[config.mk]
export PLATFORM = sky130hd
export DESIGN_NAME = vra_sqrt_cell
export DESIGN_NICKNAME = d
export VERILOG_FILES = /design/src/vra_pkg.sv /design/src/vra_sqrt_cell.sv
export SDC_FILE = /design/constraint.sdc
export NUM_CORES = 1
export LEC_CHECK = 0
export ABC_CLOCK_PERIOD_IN_PS = 1900
export BUFFER_PORTS_ARGS = -buffer_cell sky130_fd_sc_hd__buf_2
export CORE_AREA = 2 2 283 285
export DETAILED_ROUTE_END_ITERATION = 12
export DIE_AREA = 0 0 285 287
export PLACE_DENSITY = 0.59
export SYNTH_ARGS = -nofsm -noshare
export SYNTH_HDL_FRONTEND = slang
export SYNTH_SLANG_ARGS = --single-unit
[constraint.sdc]
create_clock -name clk_i -period 1.9 [get_ports clk_i]
set_input_delay 0.285 -clock clk_i [delete_from_list [all_inputs] [get_ports clk_i]]
set_output_delay 0.285 -clock clk_i [all_outputs]
set_load 0.05 [all_outputs]
[src/vra_pkg.sv]
`default_nettype none

package vra_pkg;

  localparam int FRAC_BITS     = 16;
  localparam int CORDIC_STAGES = 20;
  localparam int SQRT_STEPS    = 32;
  localparam int DIV_STEPS     = 31;

  localparam logic [1:0] CMD_X    = 2'd0;
  localparam logic [1:0] CMD_Y    = 2'd1;
  localparam logic [1:0] CMD_Z    = 2'd2;
  localparam logic [1:0] CMD_AXIS = 2'd3;

  localparam logic [29:0]        TURN_PER_RAD = 30'd683565276;
  localparam logic signed [32:0] PI_Q30       = 33'sd3373259426;
  localparam logic signed [33:0] GAIN_Q30     = 34'sd652032874;
  localparam logic signed [33:0] ONE_Q30      = 34'sd1073741824;

  localparam logic signed [32:0] ATAN_Q30 [30] = '{
    33'sd843314856, 33'sd497837829, 33'sd263043836, 33'sd133525158, 33'sd67021686,
    33'sd33543515, 33'sd16775850, 33'sd8388437, 33'sd4194282, 33'sd2097149,
    33'sd1048575, 33'sd524287, 33'sd262143, 33'sd131071, 33'sd65535,
    33'sd32767, 33'sd16383, 33'sd8191, 33'sd4095, 33'sd2047,
    33'sd1023, 33'sd511, 33'sd255, 33'sd127, 33'sd63,
    33'sd31, 33'sd15, 33'sd8, 33'sd4, 33'sd2
  };

  typedef struct packed {
    logic [1:0]         cmd;
    logic signed [31:0] vx;
    logic signed [31:0] vy;
    logic signed [31:0] vz;
    logic signed [31:0] angle;
  } item_t;

  typedef struct packed {
    item_t            item;
    logic [2:0]       neg;
    logic             zero;
    logic [2:0][31:0] m;
    logic [63:0]      rad;
    logic [63:0]      root;
  } sq_t;

  typedef struct packed {
    item_t            item;
    logic [2:0]       neg;
    logic             zero;
    logic [31:0]      len;
    logic [2:0][33:0] rem;
    logic [2:0][30:0] quo;
  } dv_t;

  typedef struct packed {
    item_t              item;
    logic signed [31:0] nx;
    logic signed [31:0] ny;
    logic signed [31:0] nz;
    logic [1:0]         quad;
    logic signed [33:0] x;
    logic signed [33:0] y;
    logic signed [32:0] z;
  } cd_t;

endpackage

`default_nettype wire

[src/vra_sqrt_cell.sv]
`default_nettype none

module vra_sqrt_cell (
  input  wire logic          clk_i,
  input  wire logic          rst_ni,
  input  wire logic          en_i,
  input  wire logic [4:0]    idx_i,
  input  wire logic          vld_i,
  input  wire vra_pkg::sq_t  dat_i,
  output logic               vld_o,
  output vra_pkg::sq_t       dat_o
);

  logic [63:0]   step_w;
  logic [63:0]   trial_w;
  vra_pkg::sq_t  dat_d;
  vra_pkg::sq_t  dat_q;
  logic          vld_q;

  assign step_w  = 64'd1 << (7'd62 - 7'({idx_i, 1'b0}));
  assign trial_w = dat_i.root + step_w;

  always_comb begin
    dat_d = dat_i;
    if (dat_i.rad >= trial_w) begin
      dat_d.rad  = dat_i.rad - trial_w;
      dat_d.root = (dat_i.root >> 1) + step_w;
    end else begin
      dat_d.root = dat_i.root >> 1;
    end
  end

  always_ff @(posedge clk_i or negedge rst_ni) begin
    if (!rst_ni) begin
      vld_q <= 1'b0;
    end else if (en_i) begin
      vld_q <= vld_i;
    end
  end

  always_ff @(posedge clk_i) begin
    if (en_i) begin
      dat_q <= dat_d;
    end
  end

  assign vld_o = vld_q;
  assign dat_o = dat_q;

endmodule

`default_nettype wire

# After elaboration in Yosys (flattened, before gate mapping)
# Index checks and enable logic that the tools add are counted.
[totals] ff_bits=359 inputBits=367 out_inout_bits=359 wordCells=22
[op_classes] addsub=4 order_cmp=1 n_shift=1 muxes=2
[ops] op="$add A63 B64 Y64" count=1
[ops] op="$add A64 B64 Y64" count=1
[ops] op="$ge A64 B64 Y1" count=1
[ops] op="$mux W64" count=1
[ops] op="$shl A1 B7 Y64 const A" count=1
[ops] op="$sub A64 B64 Y64" count=1
[ops] op="$mux W63" count=1
[ops] op="$sub A6 B6 Y7 const A" count=1

# Depth between registers and ports, before layout
[depth] depth_word=5 mapped_depth=30 ltp_nobuf=25

# Worst setup path after synthesis
# Ideal clock, no wire load.
[synth_path] kind="input port to flip-flop" startpoint="in idx_i[0]" endpoint="reg dat_q (netlist bit dat_o[65]), data pin" setup_time_ns=0.260 arrival_ns=5.262 t_required_ns=1.640 slack_ns=-3.622 stages=26 n_path_buf=4 path_cell_list="or2_2 > clkbuf_1 > nor2_1 > ha_1 > a31oi_1 > o21ai_0 > nor2b_1 > a2111o_1 > o21ai_1 > o31ai_2 > a21oi_1 > o21bai_1 > a21boi_0 > xor2_1 > ha_1 > a21oi_1 > o21bai_1 > a211oi_1 > o211ai_1 > o31ai_1 > a31oi_1 > o22ai_1 > buf_2 > buf_4 > buf_2 > mux2_2"
[synth_rtl] item="start: declaration" line_no="vra_sqrt_cell.sv:7" rtl="input wire logic [4:0] idx_i,"
[synth_rtl] item="end signal: assignment" line_no="vra_sqrt_cell.sv:43" rtl="dat_q <= dat_d;"
[synth_rtl] item="end: declaration" line_no="vra_sqrt_cell.sv:17" rtl="vra_pkg::sq_t dat_q;"

==> impl_summary.log <==
[metrics] number of hold violations in the final report: 0
[metrics] fraction of registers with async set or reset after synthesis: 0.2786%
[metrics] number of vias after detailed routing: 23135
[metrics] CTS tree: done
[metrics] Mapped Area: 0.02108 sq mm
[metrics] gate count of the mapped netlist: 1987
[metrics] Critical Path Fanout Max: 7
[metrics] IO Port Bufs: 725
[metrics] violated checks: setup timing
[metrics] total number of clock tree sinks: 359
[metrics] residual DRC count: 0
[metrics] Final WS setup: -3173 ps
[metrics] cell taking the most area after synthesis: edfxtp_1
[metrics] Longest Clk Path Bufs: 3
[metrics] most frequent cell on the critical path: buf_12
[metrics] final clock skew: 0 ps
[metrics] All-Layer GR Usage: 25.68%
[metrics] post-layout minimum cycle time: 5073 ps
[metrics] Crit-path slowest cell: a311o_1
[metrics] global-route wire length before repair: 153000 um
[metrics] timing-limited maximum frequency: 197.1 MHz
[metrics] Max VDD drop: 543.8 uV
[metrics] root cell of the clock tree: clkbuf_16
[metrics] share of the synthesized area in the top cell type: 51.01%
[metrics] TritonCTS buffer count: 44
[metrics] number of cell rows: 103
[metrics] number of unique standard cell types used by synthesis: 88
[metrics] final-stage net count: 4220
[metrics] status: finished, violations left
[metrics] number of nets still failing antenna checks after routing: 0
[metrics] CORE AREA: 0.07861 sq mm
[metrics] layout overhead on the synthesized area: 78.02%
[metrics] Leakage: 0.01648 uW
[metrics] top post-synthesis cells by count: edfxtp_1 (358), nand2_1 (246), o21ai_0 (169), nor2_1 (163), a21oi_1 (135)
[metrics] Min-Delay Path Class: input pin to flip-flop
[metrics] setup violation total in the final timing report: 128
[metrics] slowest cell delay on critical path: 370 ps
[metrics] antenna violations before repair: 39
[metrics] DRC marker count from the first detailed-route iteration: 1684
[metrics] dominant cell by count in the synthesized netlist: edfxtp_1
[metrics] post-synthesis sequential element count: 359
[metrics] initial core utilization: 26.81%
[metrics] depth of the most critical reg-to-reg path: 1
[metrics] worst hold path stage count: 3
[metrics] Slew Limit Headroom: 58.17%
[metrics] data required time at the worst endpoint: 2240 ps
[metrics] transition time of the tightest slew-check pin: 627.4 ps
[metrics] CP Capture Type: flip-flop
[metrics] Max Cap Violations: 0
[metrics] wire length per cell after detailed routing: 23.09 um
[metrics] leading cell types by total area after synthesis: edfxtp_1 (51%), ha_1 (7.5%), xor2_1 (4.6%)
[metrics] net count of the mapped netlist: 2481
[metrics] Synth warnings: 0
[metrics] vias per inst: 4.798
[metrics] remaining global-route overflow: 0
[metrics] final period utilization: 267.0%
[metrics] category of the most critical setup path: input pin to flip-flop
[metrics] clock-pin slew on the worst setup and hold paths: 60 ps
[metrics] width of the die: 285 um
[metrics] Power per Cell Area: 784.5 mW/mm^2
[metrics] slack of the worst reg-to-reg path: 1140 ps
[metrics] number of synthesized flops with an enable pin: 358
[metrics] wire length after detailed routing: 111300 um
[metrics] number of iterations in the first detailed-routing pass: 7
[metrics] pre-CTS setup slack: -3957 ps
[metrics] count of H-tree levels built during CTS: 2
[metrics] GP Congestion: 0.9435
[metrics] Worst Path Arrival: 5420 ps
[metrics] largest net degree at the start of global routing: 104
[metrics] Seq/Total Area, Yosys: 51.13%
[metrics] fraction of final layout cells sized beyond drive strength 1: 48.68%
[metrics] dominant synthesized flop cell: edfxtp_1
[metrics] RSZ-0062 raised after global routing: true
[metrics] total die area: 0.08180 sq mm
[metrics] average instance area after synthesis: 10.61 sq um
[metrics] worst hold-check slack: 23.16 ps
[metrics] nature of the critical path startpoint: input pin
[metrics] I/O pins: 726
[metrics] vias in the first global route: 22980
[metrics] Final HPWL DP: 88060 um
[metrics] Slew Limit Fails: 0
[metrics] worst skew pair latency: 590 ps
[metrics] DIE HEIGHT: 287 um
-- layer usage --
layer  vias to the layer above  part of all wire (%)  GRT usage, %
li1                      10993                     -             -
met4                        34                   5.5         12.29
met3                       242                   7.8         8.016
met5                         -                  0.20             0
met2                       808                    48         44.09
met1                     11058                    38         29.00
-- logic make-up (layout without fill, tap and decap cells) --
logic type	Yosys count	after routing	synth area share (%)
flops	359	359	51.13
buf+inv	101	1869	2.007
xor+xnor	185	185	7.688
other cells	0	17	0
fa+ha+maj	128	128	7.623
compound gates	580	580	17.54
mux	5	5	0.2671
simple gates	629	629	13.75
-- placed cells by master (no fill, tap or decap), types with 13 or more instances in the layout --
cell	n
buf_4	728
buf_2	720
edfxtp_1	358
dlygate4sd3_1	246
nand2_1	199
nor2_1	143
a21oi_1	121
ha_1	113
xor2_1	109
o21ai_0	91
xnor2_1	74
nand4_1	53
clkbuf_16	49
o21ai_2	47
a31oi_1	47
nand2_2	35
o21bai_1	34
nand3_1	33
o21ai_1	32
inv_1	29
a21o_1	27
nor2b_1	23
buf_12	23
diode_2	17
buf_8	17
nor3_1	15
a21oi_2	15
o31ai_1	15
buf_6	15
a31o_2	14
o21a_1	14
and3_1	13
nand2b_1	13
-- worst max-delay path: cells and delay by family --
kind                       cells  cell delay [ps]
adders and majority gates      2              450
AOI/OAI and AO/OA             14             2510
xor gates and xnor gates       1              210
buffers and inverters          9             1270
and+or+nand+nor                6              690
-- what timing repair did --
item                       4_1_cts  5_1_grt
gates resized for setup        252      130
gates cloned                    13        6
hold buffers                   246        0
hold endpoints to repair       250        0
setup endpoints to repair      128      128
pin swaps                       58       75
buffers inserted                34       29
-- through the flow --
stage | instances | utilization [%] | cell area, sq um | setup TNS, ps | power [uW]
2_1_floorplan | 1987 | - | 21260 | -396680 | 15050
3_3_place_gp | 4413 | 39.95 | 31400 | -479140 | 19070
3_5_place_dp | 4413 | 39.95 | 31400 | -484970 | 19070
4_1_cts | 4779 | 46.71 | 36720 | -379600 | 29270
5_1_grt | 4819 | 47.72 | 37510 | -421310 | 30500
6_report | 4822 | 47.73 | 37520 | -389160 | 29430
-- path summary, 6_finish.rpt --
path,startpoint,end
worst min register to register,vld_o,vld_o
min in group asynchronous,rst_ni,vld_o
max in group asynchronous,rst_ni,vld_o
worst max-delay path,idx_i[0],dat_o[123]
worst max register to register,vld_o,vld_o
worst min-delay path,dat_i[84],dat_o[84]
-- sequential cells by signal, indices dropped and copies added (netlist names) --
signal,flops
dat_o,358
vld_o,1
-- power breakdown --
part / total (uW) / switching, uW / internal, uW
clock: 8760 / 3690 / 5070
sequential: 10000 / 345 / 9670
combinational: 10700 / 6610 / 4050
total: 29400 / 10600 / 18800
-- layout make-up --
type                       count  area, sq um
fill                        7329        41090
timing repair buffer        1764        12820
multi-input combinational   1527        11010
sequential                   359        10780
tap                         1050         1314
clock buffer                  49         1120
clock inverter                26        321.6
inverter                      30        112.6
antenna                       17        42.54
Note: power is estimated with default switching activity, not from simulation.
