$ cat src/vra_pkg.sv
`default_nettype none

package vra_pkg;

  localparam int FRAC_BITS     = 16;
  localparam int CORDIC_STAGES = 20;
  localparam int SQRT_STEPS    = 32;
  localparam int DIV_STEPS     = 31;

  localparam logic [1:0] CMD_X    = 2'd0;
  localparam logic [1:0] CMD_Y    = 2'd1;
  localparam logic [1:0] CMD_Z    = 2'd2;
  localparam logic [1:0] CMD_AXIS = 2'd3;

  localparam logic [29:0]        TURN_PER_RAD = 30'd683565276;
  localparam logic signed [32:0] PI_Q30       = 33'sd3373259426;
  localparam logic signed [33:0] GAIN_Q30     = 34'sd652032874;
  localparam logic signed [33:0] ONE_Q30      = 34'sd1073741824;

  localparam logic signed [32:0] ATAN_Q30 [30] = '{
    33'sd843314856, 33'sd497837829, 33'sd263043836, 33'sd133525158, 33'sd67021686,
    33'sd33543515, 33'sd16775850, 33'sd8388437, 33'sd4194282, 33'sd2097149,
    33'sd1048575, 33'sd524287, 33'sd262143, 33'sd131071, 33'sd65535,
    33'sd32767, 33'sd16383, 33'sd8191, 33'sd4095, 33'sd2047,
    33'sd1023, 33'sd511, 33'sd255, 33'sd127, 33'sd63,
    33'sd31, 33'sd15, 33'sd8, 33'sd4, 33'sd2
  };

  typedef struct packed {
    logic [1:0]         cmd;
    logic signed [31:0] vx;
    logic signed [31:0] vy;
    logic signed [31:0] vz;
    logic signed [31:0] angle;
  } item_t;

  typedef struct packed {
    item_t            item;
    logic [2:0]       neg;
    logic             zero;
    logic [2:0][31:0] m;
    logic [63:0]      rad;
    logic [63:0]      root;
  } sq_t;

  typedef struct packed {
    item_t            item;
    logic [2:0]       neg;
    logic             zero;
    logic [31:0]      len;
    logic [2:0][33:0] rem;
    logic [2:0][30:0] quo;
  } dv_t;

  typedef struct packed {
    item_t              item;
    logic signed [31:0] nx;
    logic signed [31:0] ny;
    logic signed [31:0] nz;
    logic [1:0]         quad;
    logic signed [33:0] x;
    logic signed [33:0] y;
    logic signed [32:0] z;
  } cd_t;

endpackage

`default_nettype wire

$ cat src/vra_cordic_cell.sv
`default_nettype none

module vra_cordic_cell (
  input  wire logic          clk_i,
  input  wire logic          rst_ni,
  input  wire logic          en_i,
  input  wire logic [4:0]    idx_i,
  input  wire logic          vld_i,
  input  wire vra_pkg::cd_t  dat_i,
  output logic               vld_o,
  output vra_pkg::cd_t       dat_o
);

  logic signed [33:0] dx_w;
  logic signed [33:0] dy_w;
  vra_pkg::cd_t       dat_d;
  vra_pkg::cd_t       dat_q;
  logic               vld_q;

  assign dx_w = dat_i.y >>> idx_i;
  assign dy_w = dat_i.x >>> idx_i;

  always_comb begin
    dat_d = dat_i;
    if (!dat_i.z[32]) begin
      dat_d.x = dat_i.x - dx_w;
      dat_d.y = dat_i.y + dy_w;
      dat_d.z = dat_i.z - vra_pkg::ATAN_Q30[idx_i];
    end else begin
      dat_d.x = dat_i.x + dx_w;
      dat_d.y = dat_i.y - dy_w;
      dat_d.z = dat_i.z + vra_pkg::ATAN_Q30[idx_i];
    end
  end

  always_ff @(posedge clk_i or negedge rst_ni) begin
    if (!rst_ni) begin
      vld_q <= 1'b0;
    end else if (en_i) begin
      vld_q <= vld_i;
    end
  end

  always_ff @(posedge clk_i) begin
    if (en_i) begin
      dat_q <= dat_d;
    end
  end

  assign vld_o = vld_q;
  assign dat_o = dat_q;

endmodule

`default_nettype wire

$ cat config.mk
export PLATFORM = sky130hd
export DESIGN_NAME = vra_cordic_cell
export DESIGN_NICKNAME = d
export VERILOG_FILES = /design/src/vra_pkg.sv /design/src/vra_cordic_cell.sv
export SDC_FILE = /design/constraint.sdc
export NUM_CORES = 1
export LEC_CHECK = 0
export CELL_PAD_IN_SITES_DETAIL_PLACEMENT = 0
export CELL_PAD_IN_SITES_GLOBAL_PLACEMENT = 1
export CORE_AREA = 2 2 257 259
export CTS_BUF_LIST = sky130_fd_sc_hd__clkbuf_2 sky130_fd_sc_hd__clkbuf_4 sky130_fd_sc_hd__clkbuf_8
export DETAILED_ROUTE_END_ITERATION = 10
export DIE_AREA = 0 0 259 261
export DONT_BUFFER_PORTS = 1
export GPL_TIMING_DRIVEN = 1
export PLACE_DENSITY = 0.57
export SYNTH_ARGS = -nofsm -noshare
export SYNTH_HDL_FRONTEND = slang
export SYNTH_SLANG_ARGS = --single-unit
$ cat constraint.sdc
create_clock -name clk_i -period 1.65 [get_ports clk_i]
set_clock_uncertainty 0.2 [all_clocks]
set_input_delay 0.2475 -clock clk_i [delete_from_list [all_inputs] [get_ports clk_i]]
set_output_delay 0.2475 -clock clk_i [all_outputs]
set_load 0.02 [all_outputs]
; Word level (Yosys, flattened, before mapping)
; Memories as Yosys holds them, arrays and structs flattened.
; Index checks and enable logic that the tools add are counted.
[word_totals]
inputBits = 338
reg_bits = 330
wordCells = 27
out_inout_bits = 330
rom_bits = 1056
mem_count = 1
[memory_table]
columns = name, depth, word_bits, rd, rd_ports_with_merged_regs, write_ports, line
row1 = (name not given), 32, 33, 1, 0, 0, vra_cordic_cell.sv:32  ; dat_d.z = dat_i.z + vra_pkg::ATAN_Q30[idx_i];
[op_classes]
bitwise = 1
mux = 3
shift = 2
add_sub_neg = 6
n_lt_le_gt_ge = 1
[op_table]
columns = operator, count
row1 = two-way mux 101 bit, 1
row2 = adder 34 bit, 2
row3 = >>> shifter 34 x 5 -> 34 bit, 2
row4 = subtractor 34 bit, 2
row5 = two-way mux 33 bit, 2
row6 = adder 33 bit, 1
row7 = subtractor 33 bit, 1
row8 = ">= comparator 6 bit, second input constant", 1
row9 = NOT 5 -> 6 bit, 1

; Logic depth before layout (Yosys ltp)
[depth]
word_depth = 6
mapped_depth = 29
ltp_nobuf = 23

; Worst setup path before layout
; No wires, ideal clock.
[synth_path]
path_kind = input to register
from = input idx_i[1]
to = register dat_q (netlist bit dat_o[100]), data pin
n_path_buf = 5
setup_ps = 261
required_time_ps = 1189
t_arrival_ps = 5482
setup_slack_ps = -4293
cell_stages = 24
cell_sequence = buf_2 buf_4 clkinv_1 buf_2 buf_1 buf_1 mux4_2 o21ai_0 ha_1 o311a_1 a21bo_1 nor2b_4 a31oi_1 xnor2_1 ha_1 a21oi_1 o21ai_0 a2111oi_0 a211oi_1 o21ai_0 a21oi_1 o41ai_1 o21ai_0 xnor2_1
[synth_lines]
columns = item, line
row1 = from (decl), vra_cordic_cell.sv:7  ; input wire logic [4:0] idx_i,
row2 = to (signal assigned), vra_cordic_cell.sv:46  ; dat_q <= dat_d;
row3 = to (decl), vra_cordic_cell.sv:17  ; vra_pkg::cd_t dat_q;

==> results_dict.tcl <==
set metrics [dict create \
    p_int_mw 21.8 \
    grt-ovfl-total 0 \
    rsz0062_at_grt "true" \
    gp_congestion 1.18 \
    r2r-start "vld_o$_DFFE_PN0P_" \
    reg2reg_to "vld_o$_DFFE_PN0P_" \
    synth_edf_count 329 \
    arrival_ns 4.71 \
    power_frac_clock 0.223 \
    first_pass_iters 8 \
    worst_pin_slew_ns 1.46 \
    whs_path_depth 0 \
    yosysWarnings 0 \
    powerDensity_nw_per_um2 942 \
    syn_nets 2462 \
    min_period_ns 4.50 \
    finalWorstSetupSlack_ns -2.85 \
    wl_per_cell_um 27.4 \
    yosys.area.top_type "edfxtp_1" \
    area_delta_synth_final_pct 57.3 \
    ys_ff_latch 330 \
    power_leakage_nw 14.4 \
    stdcell_count 3949 \
    drt_iter0_markers 2146 \
    reg2regPathDepth 2 \
    clk_pin_slew_worst_paths_ns 0.06 \
    crit_required_ns 1.86 \
    synth_cell_type_count 97 \
    viasPerCell 5.59 \
    syn_avg_cell_area_um2 11.3 \
    nNetsFinal 3487 \
    die_w_um 259 \
    vias 22071 \
    grt_use_met2 0.498 \
    final_util 0.553 \
    max-vdd-ir-drop_uv 575 \
    drc_errors 0 \
    fmax_mhz 222 \
    holdWs_ns -0.508 \
    ioPinCount 668 \
    status "finished with violations" \
    total_power_mw 33.8 \
    cts_made_buffers 55 \
    hold_class "in2reg" \
    synthCells 2015 \
    path_max_fanout 123 \
    fin_area_um2 35900 \
    grt_max_degree 331 \
    slew_violations 0 \
    p_seq_frac 0.393 \
    htreeDepth 2 \
    grt_use_met3 0.0749 \
    grt_pass1_vias 21941 \
    io_buffers 0 \
    setup_viol 180 \
    synth_area_leaders "edfxtp_1, mux4_2, ha_1" \
    fin_crit_sh 2.73 \
    post-place-cells 3380 \
    max_slew_margin 0.0251 \
    die-height_um 261 \
    crit_type "in2reg" \
    start_util 0.351 \
    hp-start "en_i" \
    end_kind "register" \
    dp_hpwl_um 78300 \
    die_area_um2 67600 \
    hold_end "dat_o[2]$_DFFE_PP_" \
    grt_pass1_wl_um 151000 \
    cts_buffer_depth 3 \
    antenna_found_initial 8 \
    drv_cap 0 \
    root_buffer "clkbuf_8" \
    cts_tree "yes" \
    seq_area_frac_synth 0.434 \
    totalWireLength_um 108000 \
    rrSetupSlack_ns 0.03 \
    coreArea_um2 65000 \
    hold_violations 182 \
    p_switching_mw 12.0 \
    drive_gt1_frac 0.416 \
    violations "hold timing, setup timing" \
    placed_area_um2 28400 \
    syn_area_um2 22800 \
    busiest_layer "met2" \
    cts_sinks 330 \
    grtUsageMet1 0.385 \
    async_flop_share 0.00303 \
    rows 94 \
    p_sw_frac 0.356 \
    ant_nets 0 \
    ys.flop_type "edfxtp_1" \
    grt_usage 0.303 \
    clkLatencyLatePin_ns 0.69 \
    start_kind "input port" \
    netlist.area_leader.share 0.433 \
    comb_power_share 0.384 \
]
-- metal layers --
layer,share of wire,wire length [µm],up-vias
li1,-,-,9888
met1,0.40,43300,10952
met2,0.47,50500,1001
met3,0.088,9550,226
met4,0.044,4800,4
met5,0.00020,22,-
-- placed cells by master (no fill, tap or decap), drive strengths merged, types with 8 or more instances in the layout --
cell type    count
ha             106
a31oi           35
a41oi           12
a21oi          147
inv             44
nand3           41
mux2            43
and2            17
a211oi          24
nand2b          24
xor2            55
o211ai          19
or3             11
nor3            29
nor4            10
o21ai          105
nand2          147
a22oi            8
o22ai           20
o21a            25
and3            17
a21o            58
a21boi           8
mux4            86
clkinv          28
a211o           10
dlygate4sd3    365
mux2i           76
nor2           126
edfxtp         329
nand4           18
xnor2          106
clkbuf          64
or2             16
buf            711
nor2b           21
-- metrics by stage --
step / hold slack [ns] / TNS [ns] / setup slack (ns)
floorplan: -0.248 / -280.43 / -3.86
global placement: -0.248 / -282.94 / -3.58
detailed placement: -0.248 / -286.27 / -3.61
CTS: -0.523 / -204.68 / -2.67
global route: -0.563 / -228.52 / -3.01
finish: -0.508 / -216.84 / -2.85
-- power groups by stage --
stage / Sequential, mW / Clock [mW] / Combinational [mW]
floorplan: 12.7 / 0 / 5.88
global placement: 13.4 / 0 / 9.82
detailed placement: 13.4 / 0 / 9.86
CTS: 13.3 / 7.65 / 12.0
global route: 13.3 / 8.07 / 13.9
finish: 13.3 / 7.55 / 13.0
-- cells in the mapped netlist (all sizes together) (17+ instances only) --
cell,count
edfxtp,329
a21oi,147
nand2,147
nor2,126
ha,106
xnor2,106
o21ai,105
mux4,86
mux2i,76
buf,62
a21o,58
xor2,55
clkbuf,46
inv,44
mux2,43
nand3,41
a31oi,35
nor3,29
o21a,25
a211oi,24
nand2b,24
nor2b,21
o22ai,20
o211ai,19
nand4,18
and2,17
and3,17
-- registers in the layout, indices dropped and copies added (netlist names) --
| name | count |
|---|---|
| vld_o | 1 |
| dat_o | 329 |
-- worst max path at each step --
stage	endpoint	slack, ns	cells after the start	from
2_1_floorplan	dat_o[100]$_DFFE_PP_	-3.86	27	idx_i[0]
3_3_place_gp	dat_o[65]$_DFFE_PP_	-3.58	19	idx_i[0]
3_5_place_dp	dat_o[100]$_DFFE_PP_	-3.61	22	idx_i[4]
4_1_cts	dat_o[100]$_DFFE_PP_	-2.67	19	idx_i[0]
5_1_grt	dat_o[92]$_DFFE_PP_	-3.01	22	idx_i[0]
6_report	dat_o[92]$_DFFE_PP_	-2.85	22	idx_i[0]
-- critical path, cell delays in order --
cell,delay [ns]
mux4_2,0.56
mux4_2,0.50
o21ai_4,0.20
ha_4,0.17
o311a_1,0.16
a21bo_4,0.24
nor2b_4,0.15
buf_6,0.12
and4b_2,0.28
nor2_2,0.05
xnor2_1,0.12
ha_1,0.31
nor2_2,0.05
or2_4,0.24
or2_4,0.25
a211oi_4,0.26
buf_4,0.16
o21ai_2,0.05
a21boi_2,0.14
o21a_1,0.16
or4_1,0.11
nand3_1,0.06
-- cell type report --
class	count	area, µm²
Inverter	45	188
Multi-Input combinational cell	1532	14200
Timing Repair Buffer	1076	9410
Clock buffer	64	825
Antenna cell	4	10.0
Fill cell	5529	29100
Sequential cell	330	9900
Clock inverter	34	279
Tap cell	864	1080
-- what timing repair did --
| item | CTS | global route |
|---|---|---|
| hold buffers | 363 | 2 |
| cloned | 1 | 0 |
| setup buffers | 71 | 44 |
| endpoints found under the hold margin | 657 | 415 |
| setup endpoints to repair | 319 | 323 |
| pin swaps | 121 | 130 |
| resized for setup | 255 | 160 |
-- logic make-up after synthesis --
group | after synthesis | synth area share
multiplexers | 205 | 0.141
flip-flops | 330 | 0.434
XOR/XNOR | 161 | 0.0617
buffers and inverters | 153 | 0.0344
adder cells (fa/ha/maj) | 109 | 0.0607
AO/OA/AOI/OAI | 556 | 0.160
AND/OR/NAND/NOR | 501 | 0.108
(Power assumes the default switching activity.)
