File: src/vra_pkg.sv
`default_nettype none

package vra_pkg;

  localparam int FRAC_BITS     = 16;
  localparam int CORDIC_STAGES = 20;
  localparam int SQRT_STEPS    = 32;
  localparam int DIV_STEPS     = 31;

  localparam logic [1:0] CMD_X    = 2'd0;
  localparam logic [1:0] CMD_Y    = 2'd1;
  localparam logic [1:0] CMD_Z    = 2'd2;
  localparam logic [1:0] CMD_AXIS = 2'd3;

  localparam logic [29:0]        TURN_PER_RAD = 30'd683565276;
  localparam logic signed [32:0] PI_Q30       = 33'sd3373259426;
  localparam logic signed [33:0] GAIN_Q30     = 34'sd652032874;
  localparam logic signed [33:0] ONE_Q30      = 34'sd1073741824;

  localparam logic signed [32:0] ATAN_Q30 [30] = '{
    33'sd843314856, 33'sd497837829, 33'sd263043836, 33'sd133525158, 33'sd67021686,
    33'sd33543515, 33'sd16775850, 33'sd8388437, 33'sd4194282, 33'sd2097149,
    33'sd1048575, 33'sd524287, 33'sd262143, 33'sd131071, 33'sd65535,
    33'sd32767, 33'sd16383, 33'sd8191, 33'sd4095, 33'sd2047,
    33'sd1023, 33'sd511, 33'sd255, 33'sd127, 33'sd63,
    33'sd31, 33'sd15, 33'sd8, 33'sd4, 33'sd2
  };

  typedef struct packed {
    logic [1:0]         cmd;
    logic signed [31:0] vx;
    logic signed [31:0] vy;
    logic signed [31:0] vz;
    logic signed [31:0] angle;
  } item_t;

  typedef struct packed {
    item_t            item;
    logic [2:0]       neg;
    logic             zero;
    logic [2:0][31:0] m;
    logic [63:0]      rad;
    logic [63:0]      root;
  } sq_t;

  typedef struct packed {
    item_t            item;
    logic [2:0]       neg;
    logic             zero;
    logic [31:0]      len;
    logic [2:0][33:0] rem;
    logic [2:0][30:0] quo;
  } dv_t;

  typedef struct packed {
    item_t              item;
    logic signed [31:0] nx;
    logic signed [31:0] ny;
    logic signed [31:0] nz;
    logic [1:0]         quad;
    logic signed [33:0] x;
    logic signed [33:0] y;
    logic signed [32:0] z;
  } cd_t;

endpackage

`default_nettype wire

File: src/vra_div_cell.sv
`default_nettype none

module vra_div_cell (
  input  wire logic          clk_i,
  input  wire logic          rst_ni,
  input  wire logic          en_i,
  input  wire logic [4:0]    idx_i,
  input  wire logic          vld_i,
  input  wire vra_pkg::dv_t  dat_i,
  output logic               vld_o,
  output vra_pkg::dv_t       dat_o
);

  vra_pkg::dv_t  dat_d;
  vra_pkg::dv_t  dat_q;
  logic          vld_q;

  always_comb begin
    logic [33:0] sh;
    logic        ge;
    dat_d = dat_i;
    for (int k = 0; k < 3; k++) begin
      sh = (idx_i == 5'd0) ? dat_i.rem[k] : {dat_i.rem[k][32:0], 1'b0};
      ge = sh >= {2'b00, dat_i.len};
      dat_d.rem[k] = ge ? sh - {2'b00, dat_i.len} : sh;
      dat_d.quo[k] = {dat_i.quo[k][29:0], ge};
    end
  end

  always_ff @(posedge clk_i or negedge rst_ni) begin
    if (!rst_ni) begin
      vld_q <= 1'b0;
    end else if (en_i) begin
      vld_q <= vld_i;
    end
  end

  always_ff @(posedge clk_i) begin
    if (en_i) begin
      dat_q <= dat_d;
    end
  end

  assign vld_o = vld_q;
  assign dat_o = dat_q;

endmodule

`default_nettype wire

File: config.mk
export PLATFORM = sky130hd
export DESIGN_NAME = vra_div_cell
export DESIGN_NICKNAME = d
export VERILOG_FILES = /design/src/vra_pkg.sv /design/src/vra_div_cell.sv
export SDC_FILE = /design/constraint.sdc
export NUM_CORES = 1
export LEC_CHECK = 0
export BUFFER_PORTS_ARGS = -buffer_cell sky130_fd_sc_hd__buf_2
export CAP_MARGIN = 20
export CORE_AREA = 2 2 286 288
export DETAILED_ROUTE_END_ITERATION = 8
export DIE_AREA = 0 0 288 290
export MAX_ROUTING_LAYER = met4
export SLEW_MARGIN = 20
export SYNTH_ARGS = -nofsm -noshare
export SYNTH_HDL_FRONTEND = slang
export SYNTH_SLANG_ARGS = --single-unit
File: constraint.sdc
create_clock -name clk_i -period 1.6 [get_ports clk_i]
set_input_delay 0.32 -clock clk_i [delete_from_list [all_inputs] [get_ports clk_i]]
set_output_delay 0.32 -clock clk_i [all_outputs]
set_load 0.02 [all_outputs]
* Word level (Yosys, flattened, before mapping) *
Index checks and enable logic that the tools add are counted.

storage, ports and cells
  register bits = 362
  output and inout port bits = 362
  input bits = 370

operators by class
  add/subtract/negate cells = 3
  muxes and demuxes = 6
  reduce and logical (&&, ||, !) cells = 1
  order comparisons = 3

operators by type and width
  cell                                                            number
  34-bit two-way mux                                              6
  34-bit by 32-bit greater-or-equal comparator with 1-bit output  3
  34-bit by 32-bit subtractor with 34-bit output                  3
  5-bit logical NOT                                               1

* Depth between registers and ports, before layout *
Gate-level depths: netlist (run 1).

  depth in word-level cells = 4
  depth in mapped cells = 19

* Worst setup path after synthesis (run 1) *
OpenSTA, ideal clock, no wires.

  path type = input to register
  start point = in idx_i[0]
  end point = reg dat_q (netlist bit dat_o[169]) (data pin)
  cell stages on the path = 16
  arrival time = 4.496 ns
  slack = -3.156 ns
  data required time = 1.340 ns
  cells stage by stage = or4_1 nor2_1 clkbuf_1 buf_2 mux2_2 ha_1 a21oi_1 o21ai_0 a221oi_1 o221ai_1 o41ai_2 o21ai_1 nand3_1 nand3_4 buf_6 mux2_4

RTL lines
  item                  RTL line            source
  start, declared       vra_div_cell.sv:7   input wire logic [4:0] idx_i,
  end signal, assigned  vra_div_cell.sv:40  dat_q <= dat_d;
  end, declared         vra_div_cell.sv:15  vra_pkg::dv_t dat_q;

==> flow_summary_export.csv, run 1 <==
group,metric,value,unit
logic_synthesis,synth_edf_count,361,
power,p_comb_share,30.2,%
global_route,antenna_found_initial,47,
setup_path,worstPathArrival,4280,ps
global_route,grt_pass1_vias,17862,
global_route,grt_max_degree,40,
drt,vias_per_cell,4.44,
clocking,htreeDepth,2,
power,power_density,988,nW/um2
setup_path,worstSetupStartpointType,"input pin",
clocking,clock_sinks,362,
setup_path,worstRegToRegCells,1,
die,io_pins,732,
drt,wirelength,101000,um
die,row_count,104,
sta,finalCritPeriodShare,247,%
power,intPower,21.9,mW
finish,drive_above_1_share,54.2,%
hold_path,min_path_type,"input pin to register",
run_status,status,"finished with violations",
setup_path,crit_type,"input pin to register",
finish,area_delta_synth_final,74.3,%
logic_synthesis,synth_compound_area_share,11.0,%
logic_synthesis,yosys.area_share.adder,6.81,%
logic_synthesis,synth_cells,1367,
finish,nets,3274,
clocking,cts_root_buf,"clkbuf_16",
logic_synthesis,yosysSeqAreaShare,58.7,%
power,ir_drop,0.730,mV
placed_design,place_inst,3525,
clocking,cts_buffers,45,
sta,slew_violations,0,
setup_path,rrSetupSlack,870,ps
setup_path,path_delay_family,"simple AND/OR/NAND/NOR gates",
finish,final_cells,3933,
logic_synthesis,muxShareOfSynthArea,10.8,%
sta,setup-tns-final,-230200,ps
die,dieArea,83500,um2
finish,n_fill_cell,7755,
drt,vias,17472,
logic_synthesis,syn-num-nets,1836,
sta,worst_pin_slew,557,ps
logic_synthesis,yosys.area_share.simple,6.63,%
power,p_sw_share,31.3,%
sta,grt_setup_unrepaired,"yes",
drt,postRouteAntennaNets,0,
sta,fin_ws,-2350,ps
clocking,cts_tree,"built",
sta,setup_violations,105,
power,leakage,14.0,nW
placed_design,post-dp-hpwl,81700,um
logic_synthesis,synth_area_per_cell,13.6,um2
setup_path,crit_fanout,13,
drt,wl_per_cell,25.6,um
setup_path,crit_slowest_cell,"or4_4",
drt,drt_iter0_drc,876,
setup_path,crit_chain,"buf_6, or4_4, nor2_4, buf_12, buf_16, buf_4, mux2_2, ha_1, or3_4, o22ai_2, nor2_1, a221oi_4, o211ai_2, a221oi_4, o21ai_4, buf_12, clkbuf_16, mux2_4",
clocking,clk_latency,580,ps
clocking,path_clk_slew,60,ps
sta,finalHoldViolCount,0,
logic_synthesis,synth_flop_cell,"edfxtp_1",
drt,drc,0,
logic_synthesis,yosys_warnings,0,
drt,drt_pass1_iterations,5,
placed_design,numPortBuffers,728,
setup_path,worstPathRequired,1930,ps
sta,period_needed,3950,ps
setup_path,cpPeakStageDelay,550,ps
die,die_w,288,um
setup_path,crit_end,"dat_o[116]",
setup_path,reg2reg_from,"vld_o",
sta,fin_skew,0,ps
setup_path,crit_path_start,"idx_i[0]",
clocking,cts_buffer_depth,3,
setup_path,crit_cells,18,
power,p_seq_share,37.8,%
logic_synthesis,synth.distinct_cells,73,
global_route,grt_usage,23.6,%
logic_synthesis,yosysTopAreaCell,"edfxtp_1",
setup_path,critPathBufInv,6,
global_route,grt_overflow,0,
setup_path,crit_path_end_kind,"register",
setup_path,r2r-end,"vld_o",
power,p_clk_share,32.0,%
logic_synthesis,synthArstFlopShare,0.276,%
run_status,failed_checks,"setup timing",
logic_synthesis,synth_top_family_by_area,"compound AO/OA/AOI/OAI gates",
logic_synthesis,synth_top_cell_area_share,58.5,%
logic_synthesis,synth_xor_area_share,3.97,%
placed_design,gp_congestion,0.900,
sta,whs,49.8,ps
sta,worst_slew_margin_rel,61.9,%
logic_synthesis,syn_area,18500,um2
logic_synthesis,ys_ff_latch,362,
die,start_util,23.1,%
power,p_sw,9.99,mW
die,core,80200,um2
sta,max_freq,253,MHz
die,die_y,290,um
run,drv_cap,0,
global_route,grt_pass1_wl,135000,um
power,power,31.9,mW
logic_synthesis,synth_area_leaders,"edfxtp_1 (59%), mux2_2 (7.5%), ha_1 (6.5%), xnor2_1 (2.9%), a21oi_1 (2.7%)",
==> cells by family (layout without fill, tap and decap cells) <==
group,Yosys count,in the layout
flip-flops,362,362
AO/OA/AOI/OAI,312,312
AND/OR/NAND/NOR,251,251
multiplexers,169,169
adder cells (fa/ha/maj),99,99
buffers and inverters,90,1563
XOR/XNOR,84,84
other,0,33
==> flip-flops by register name (all words and copies together), names as in the netlist <==
register	cells
dat_o	361
vld_o	1
==> layout make-up <==
class / count / area, um2 / share of cell area (%)
diodes: 33 / 82.6 / 0.256
clock buffers: 57 / 1200 / 3.72
flip-flops and latches: 362 / 10900 / 33.6
well taps: 1060 / 1330 / 4.11
multi-input cells: 915 / 8230 / 25.5
clock inverters: 25 / 244 / 0.755
inverters: 54 / 203 / 0.628
repair buffers: 1427 / 10100 / 31.4
==> synth_stat cells, drive strengths merged, types with 2 or more instances <==
master  number
mux2       157
nor3         8
o41ai        2
a41oi        3
a221oi       5
clkbuf      19
a211oi      13
o21a         6
and4         3
a21boi       6
a21oi      101
nand3b       4
nand4       15
o21bai      12
and3         5
nand2       75
fa           3
buf         17
a311oi       4
a31o         2
nand3       32
mux2i       12
o22ai        4
xor2        23
nor2        57
o21ai       76
nand2b      15
xnor2       61
nor4         2
o211ai      11
inv         54
nor2b       17
o221ai       3
a31oi        4
o31ai        5
and2         7
or3          6
edfxtp     361
a21o        43
o31a         4
ha          96
==> power groups by stage <==
stage	registers [mW]	clock network, mW	logic (mW)
final	12.0	10.2	9.64
after global routing	12.1	10.8	10.2
after CTS	12.0	10.5	9.46
after detailed placement	12.2	0	8.52
after global placement	12.2	0	8.48
after floorplan	13.4	0	2.90
==> timing repair <==
action | in CTS | in global routing
resized for setup | 124 | 62
hold buffers | 254 | 0
hold endpoints to repair | 253 | 0
pin swaps | 27 | 17
setup endpoints to repair | 112 | 110
gates cloned | 3 | 4
setup buffers | 20 | 14
==> cells in the final DEF (no fill, tap or decap), types with 45 or more instances in the layout <==
cell type and instances:
a21oi_1 82, buf_2 721, buf_4 397, clkbuf_16 50, dlygate4sd3_1 254, edfxtp_1 361, ha_1 59, inv_1 51
mux2_2 109, mux2_4 45, nand2_1 73, nor2_1 49, xnor2_1 61
==> how the worst min path moves through the flow <==
stage / startpoint / to / cells after the start
4_1_cts: dat_i[216] / dat_o[216] / 1
3_3_place_gp: rst_ni / vld_o / 1
6_report: dat_i[216] / dat_o[216] / 1
5_1_grt: dat_i[216] / dat_o[216] / 1
2_1_floorplan: rst_ni / vld_o / 0
3_5_place_dp: rst_ni / vld_o / 1
==> metrics by stage <==
step,setup slack [ps],utilization (%),area (um2)
after global placement,-3140,33.6,26900
after CTS,-2320,39.5,31700
after detailed placement,-3140,33.6,26900
after global routing,-2430,40.3,32300
after floorplan,-2630,-,18900
final,-2350,40.3,32300
==> layer usage <==
layer / part of all wire (%) / global-route usage (%) / vias to the layer above
met1: 39 / 25.9 / 8546
met2: 50 / 40.8 / 602
met5: 0 / - / -
met4: 3.5 / 6.67 / 0
met3: 8.4 / 7.43 / 153
li1: - / - / 8171
No activity file was read; power rests on OpenSTA's default activity.
==> run 2: changes to the inputs <==
--- a/config.mk
+++ b/config.mk
@@ -11,6 +11,7 @@
 export DETAILED_ROUTE_END_ITERATION = 8
 export DIE_AREA = 0 0 288 290
 export MAX_ROUTING_LAYER = met4
+export SETUP_SLACK_MARGIN = 0.2
 export SLEW_MARGIN = 20
 export SYNTH_ARGS = -nofsm -noshare
 export SYNTH_HDL_FRONTEND = slang
==> run 2 against run 1 <==
  * The flow still finishes with violations (setup timing)
  * Sequential share of layout area hardly changed
  * Total power hardly changed
  * First-iteration DRC count is 3.2% higher
  * Clock-buffer cell count stayed put
  * Die area stayed put
  * Highest routed layer unchanged
  * Largest power group unchanged
==> flow_summary_export.csv, run 2 (same netlist as run 1, synthesis figures left out) <==
group,metric,value,unit
run_status,status,"finished with violations",
run_status,failed_checks,"setup timing",
finish,area_delta_synth_final,74.2,%
power,p_comb_share,30.2,%
power,p_clk_share,32.0,%
drt,wl_per_cell,25.6,um
sta,grt_setup_unrepaired,"yes",
drt,postRouteAntennaNets,0,
drt,vias,17462,
setup_path,crit_type,"input pin to register",
setup_path,crit_path_start,"idx_i[0]",
die,core,80200,um2
power,p_seq_share,37.8,%
power,leakage,14.0,nW
hold_path,min_path_type,"input pin to register",
finish,nets,3278,
clocking,clk_latency,590,ps
sta,finalHoldViolCount,0,
placed_design,gp_congestion,0.900,
global_route,antenna_found_initial,47,
sta,period_needed,3950,ps
clocking,path_clk_slew,60,ps
power,intPower,21.9,mW
die,io_pins,732,
hold_path,hold_start,"dat_i[218]",
global_route,grt_usage,23.6,%
sta,slew_violations,0,
setup_path,crit_fanout,13,
die,die_y,290,um
drt,drc,0,
die,dieArea,83500,um2
setup_path,worstSetupStartpointType,"input pin",
sta,fin_skew,0,ps
clocking,cts_tree,"built",
finish,drive_above_1_share,54.0,%
finish,utilization,40.3,%
finish,layout_commonest_cell,"buf_2",
power,p_sw,9.98,mW
clocking,clock_sinks,362,
setup_path,worstPathRequired,1930,ps
power,power_density,988,nW/um2
drt,drt_iter0_drc,904,
setup_path,crit_path_end_kind,"register",
clocking,cts_buffers,45,
clocking,htreeDepth,2,
drt,wirelength,101000,um
drt,drt_pass1_iterations,6,
sta,finalCritPeriodShare,247,%
sta,max_freq,253,MHz
die,start_util,23.1,%
finish,largest_reg_flops,361,
placed_design,numPortBuffers,728,
setup_path,reg2reg_from,"vld_o",
die,die_w,288,um
run,drv_cap,0,
sta,setup_violations,105,
power,power,31.9,mW
power,p_sw_share,31.3,%
power,ir_drop,0.734,mV
die,row_count,104,
sta,worst_pin_slew,567,ps
finish,layout_common_cells,"buf_2 (720), buf_4 (401), edfxtp_1 (361), dlygate4sd3_1 (254), mux2_2 (111)",
clocking,cts_root_buf,"clkbuf_16",
sta,worst_slew_margin_rel,61.2,%
finish,n_fill_cell,7764,
setup_path,worstPathArrival,4280,ps
clocking,cts_buffer_depth,3,
global_route,grt_pass1_vias,17873,
sta,fin_ws,-2350,ps
global_route,grt_overflow,0,
drt,vias_per_cell,4.43,
global_route,grt_max_degree,40,
placed_design,post-dp-hpwl,81700,um
global_route,grt_pass1_wl,135000,um
sta,whs,43.6,ps
## run 2: changes by cell type in the layout (fill, tap and decap cells not counted), moves of 2 or more
cell / change
mux2_4: -2
buf_4: +4
ha_1: +5
ha_4: -3
ha_2: -2
mux2_2: +2
## run 2: stage by stage
stage	worst slack (ps)	instance area (um2)	std cells	TNS (ps)
final	-2350	32300	3938	-229710
after floorplan	-2630	18900	1367	-264570
after detailed placement	-3140	26900	3525	-317240
after global routing	-2440	32300	3935	-241300
after CTS	-2320	31700	3884	-226570
after global placement	-3140	26900	3525	-315420
## run 2: cell type report
type,instances,area [um2],area share [%]
antenna,34,85.1,0.264
timing repair buffer,1431,10200,31.5
clock buffer,57,1200,3.73
sequential,362,10900,33.7
multi-input combinational,915,8170,25.3
clock inverter,25,244,0.756
tap,1060,1330,4.11
inverter,54,203,0.628
## run 2: power by group through the flow
| stage | clock [mW] | sequential, mW | combinational (mW) |
|---|---|---|---|
| CTS | 10.5 | 12.0 | 9.46 |
| floorplan | 0 | 13.4 | 2.90 |
| finish | 10.2 | 12.1 | 9.62 |
| global placement | 0 | 12.2 | 8.48 |
| detailed placement | 0 | 12.2 | 8.52 |
| global route | 10.8 | 12.1 | 10.2 |
## run 2: layer usage
metal  vias to the layer above  track usage, %  part of all wire [%]
li1                       8179               -                     -
met3                       135            7.43                   8.4
met5                         -               -                     0
met1                      8543            25.9                    39
met2                       605            40.8                    49
met4                         0            6.67                   3.6
## run 2: final timing paths
path,endpoint,slack [ps],cells after the start
max,dat_o[96],-2350,19
min,dat_o[218],40,2
max reg2reg,vld_o,870,1
min reg2reg,vld_o,500,1
max in group asynchronous,vld_o,910,3
min in group asynchronous,vld_o,590,3
## run 2: what timing repair did
action	CTS	global route
hold buffers	254	0
cloned	3	4
setup endpoints to repair	467	467
endpoints found under the hold margin	253	0
pin swaps	27	13
setup buffers	20	16
resized for setup	128	49
## run 2: worst max-delay path, cell delays in order
cell and delay (ps):
buf_6 90, or4_4 550, nor2_4 120, buf_12 150, buf_16 160, buf_4 150, mux2_2 360, ha_4 270
buf_4 120, nand2_1 70, or3_4 400, o211ai_4 210, a221oi_4 110, o211ai_2 240, a221oi_4 110, o21ai_4 180
buf_12 150, clkbuf_16 180, mux2_2 340
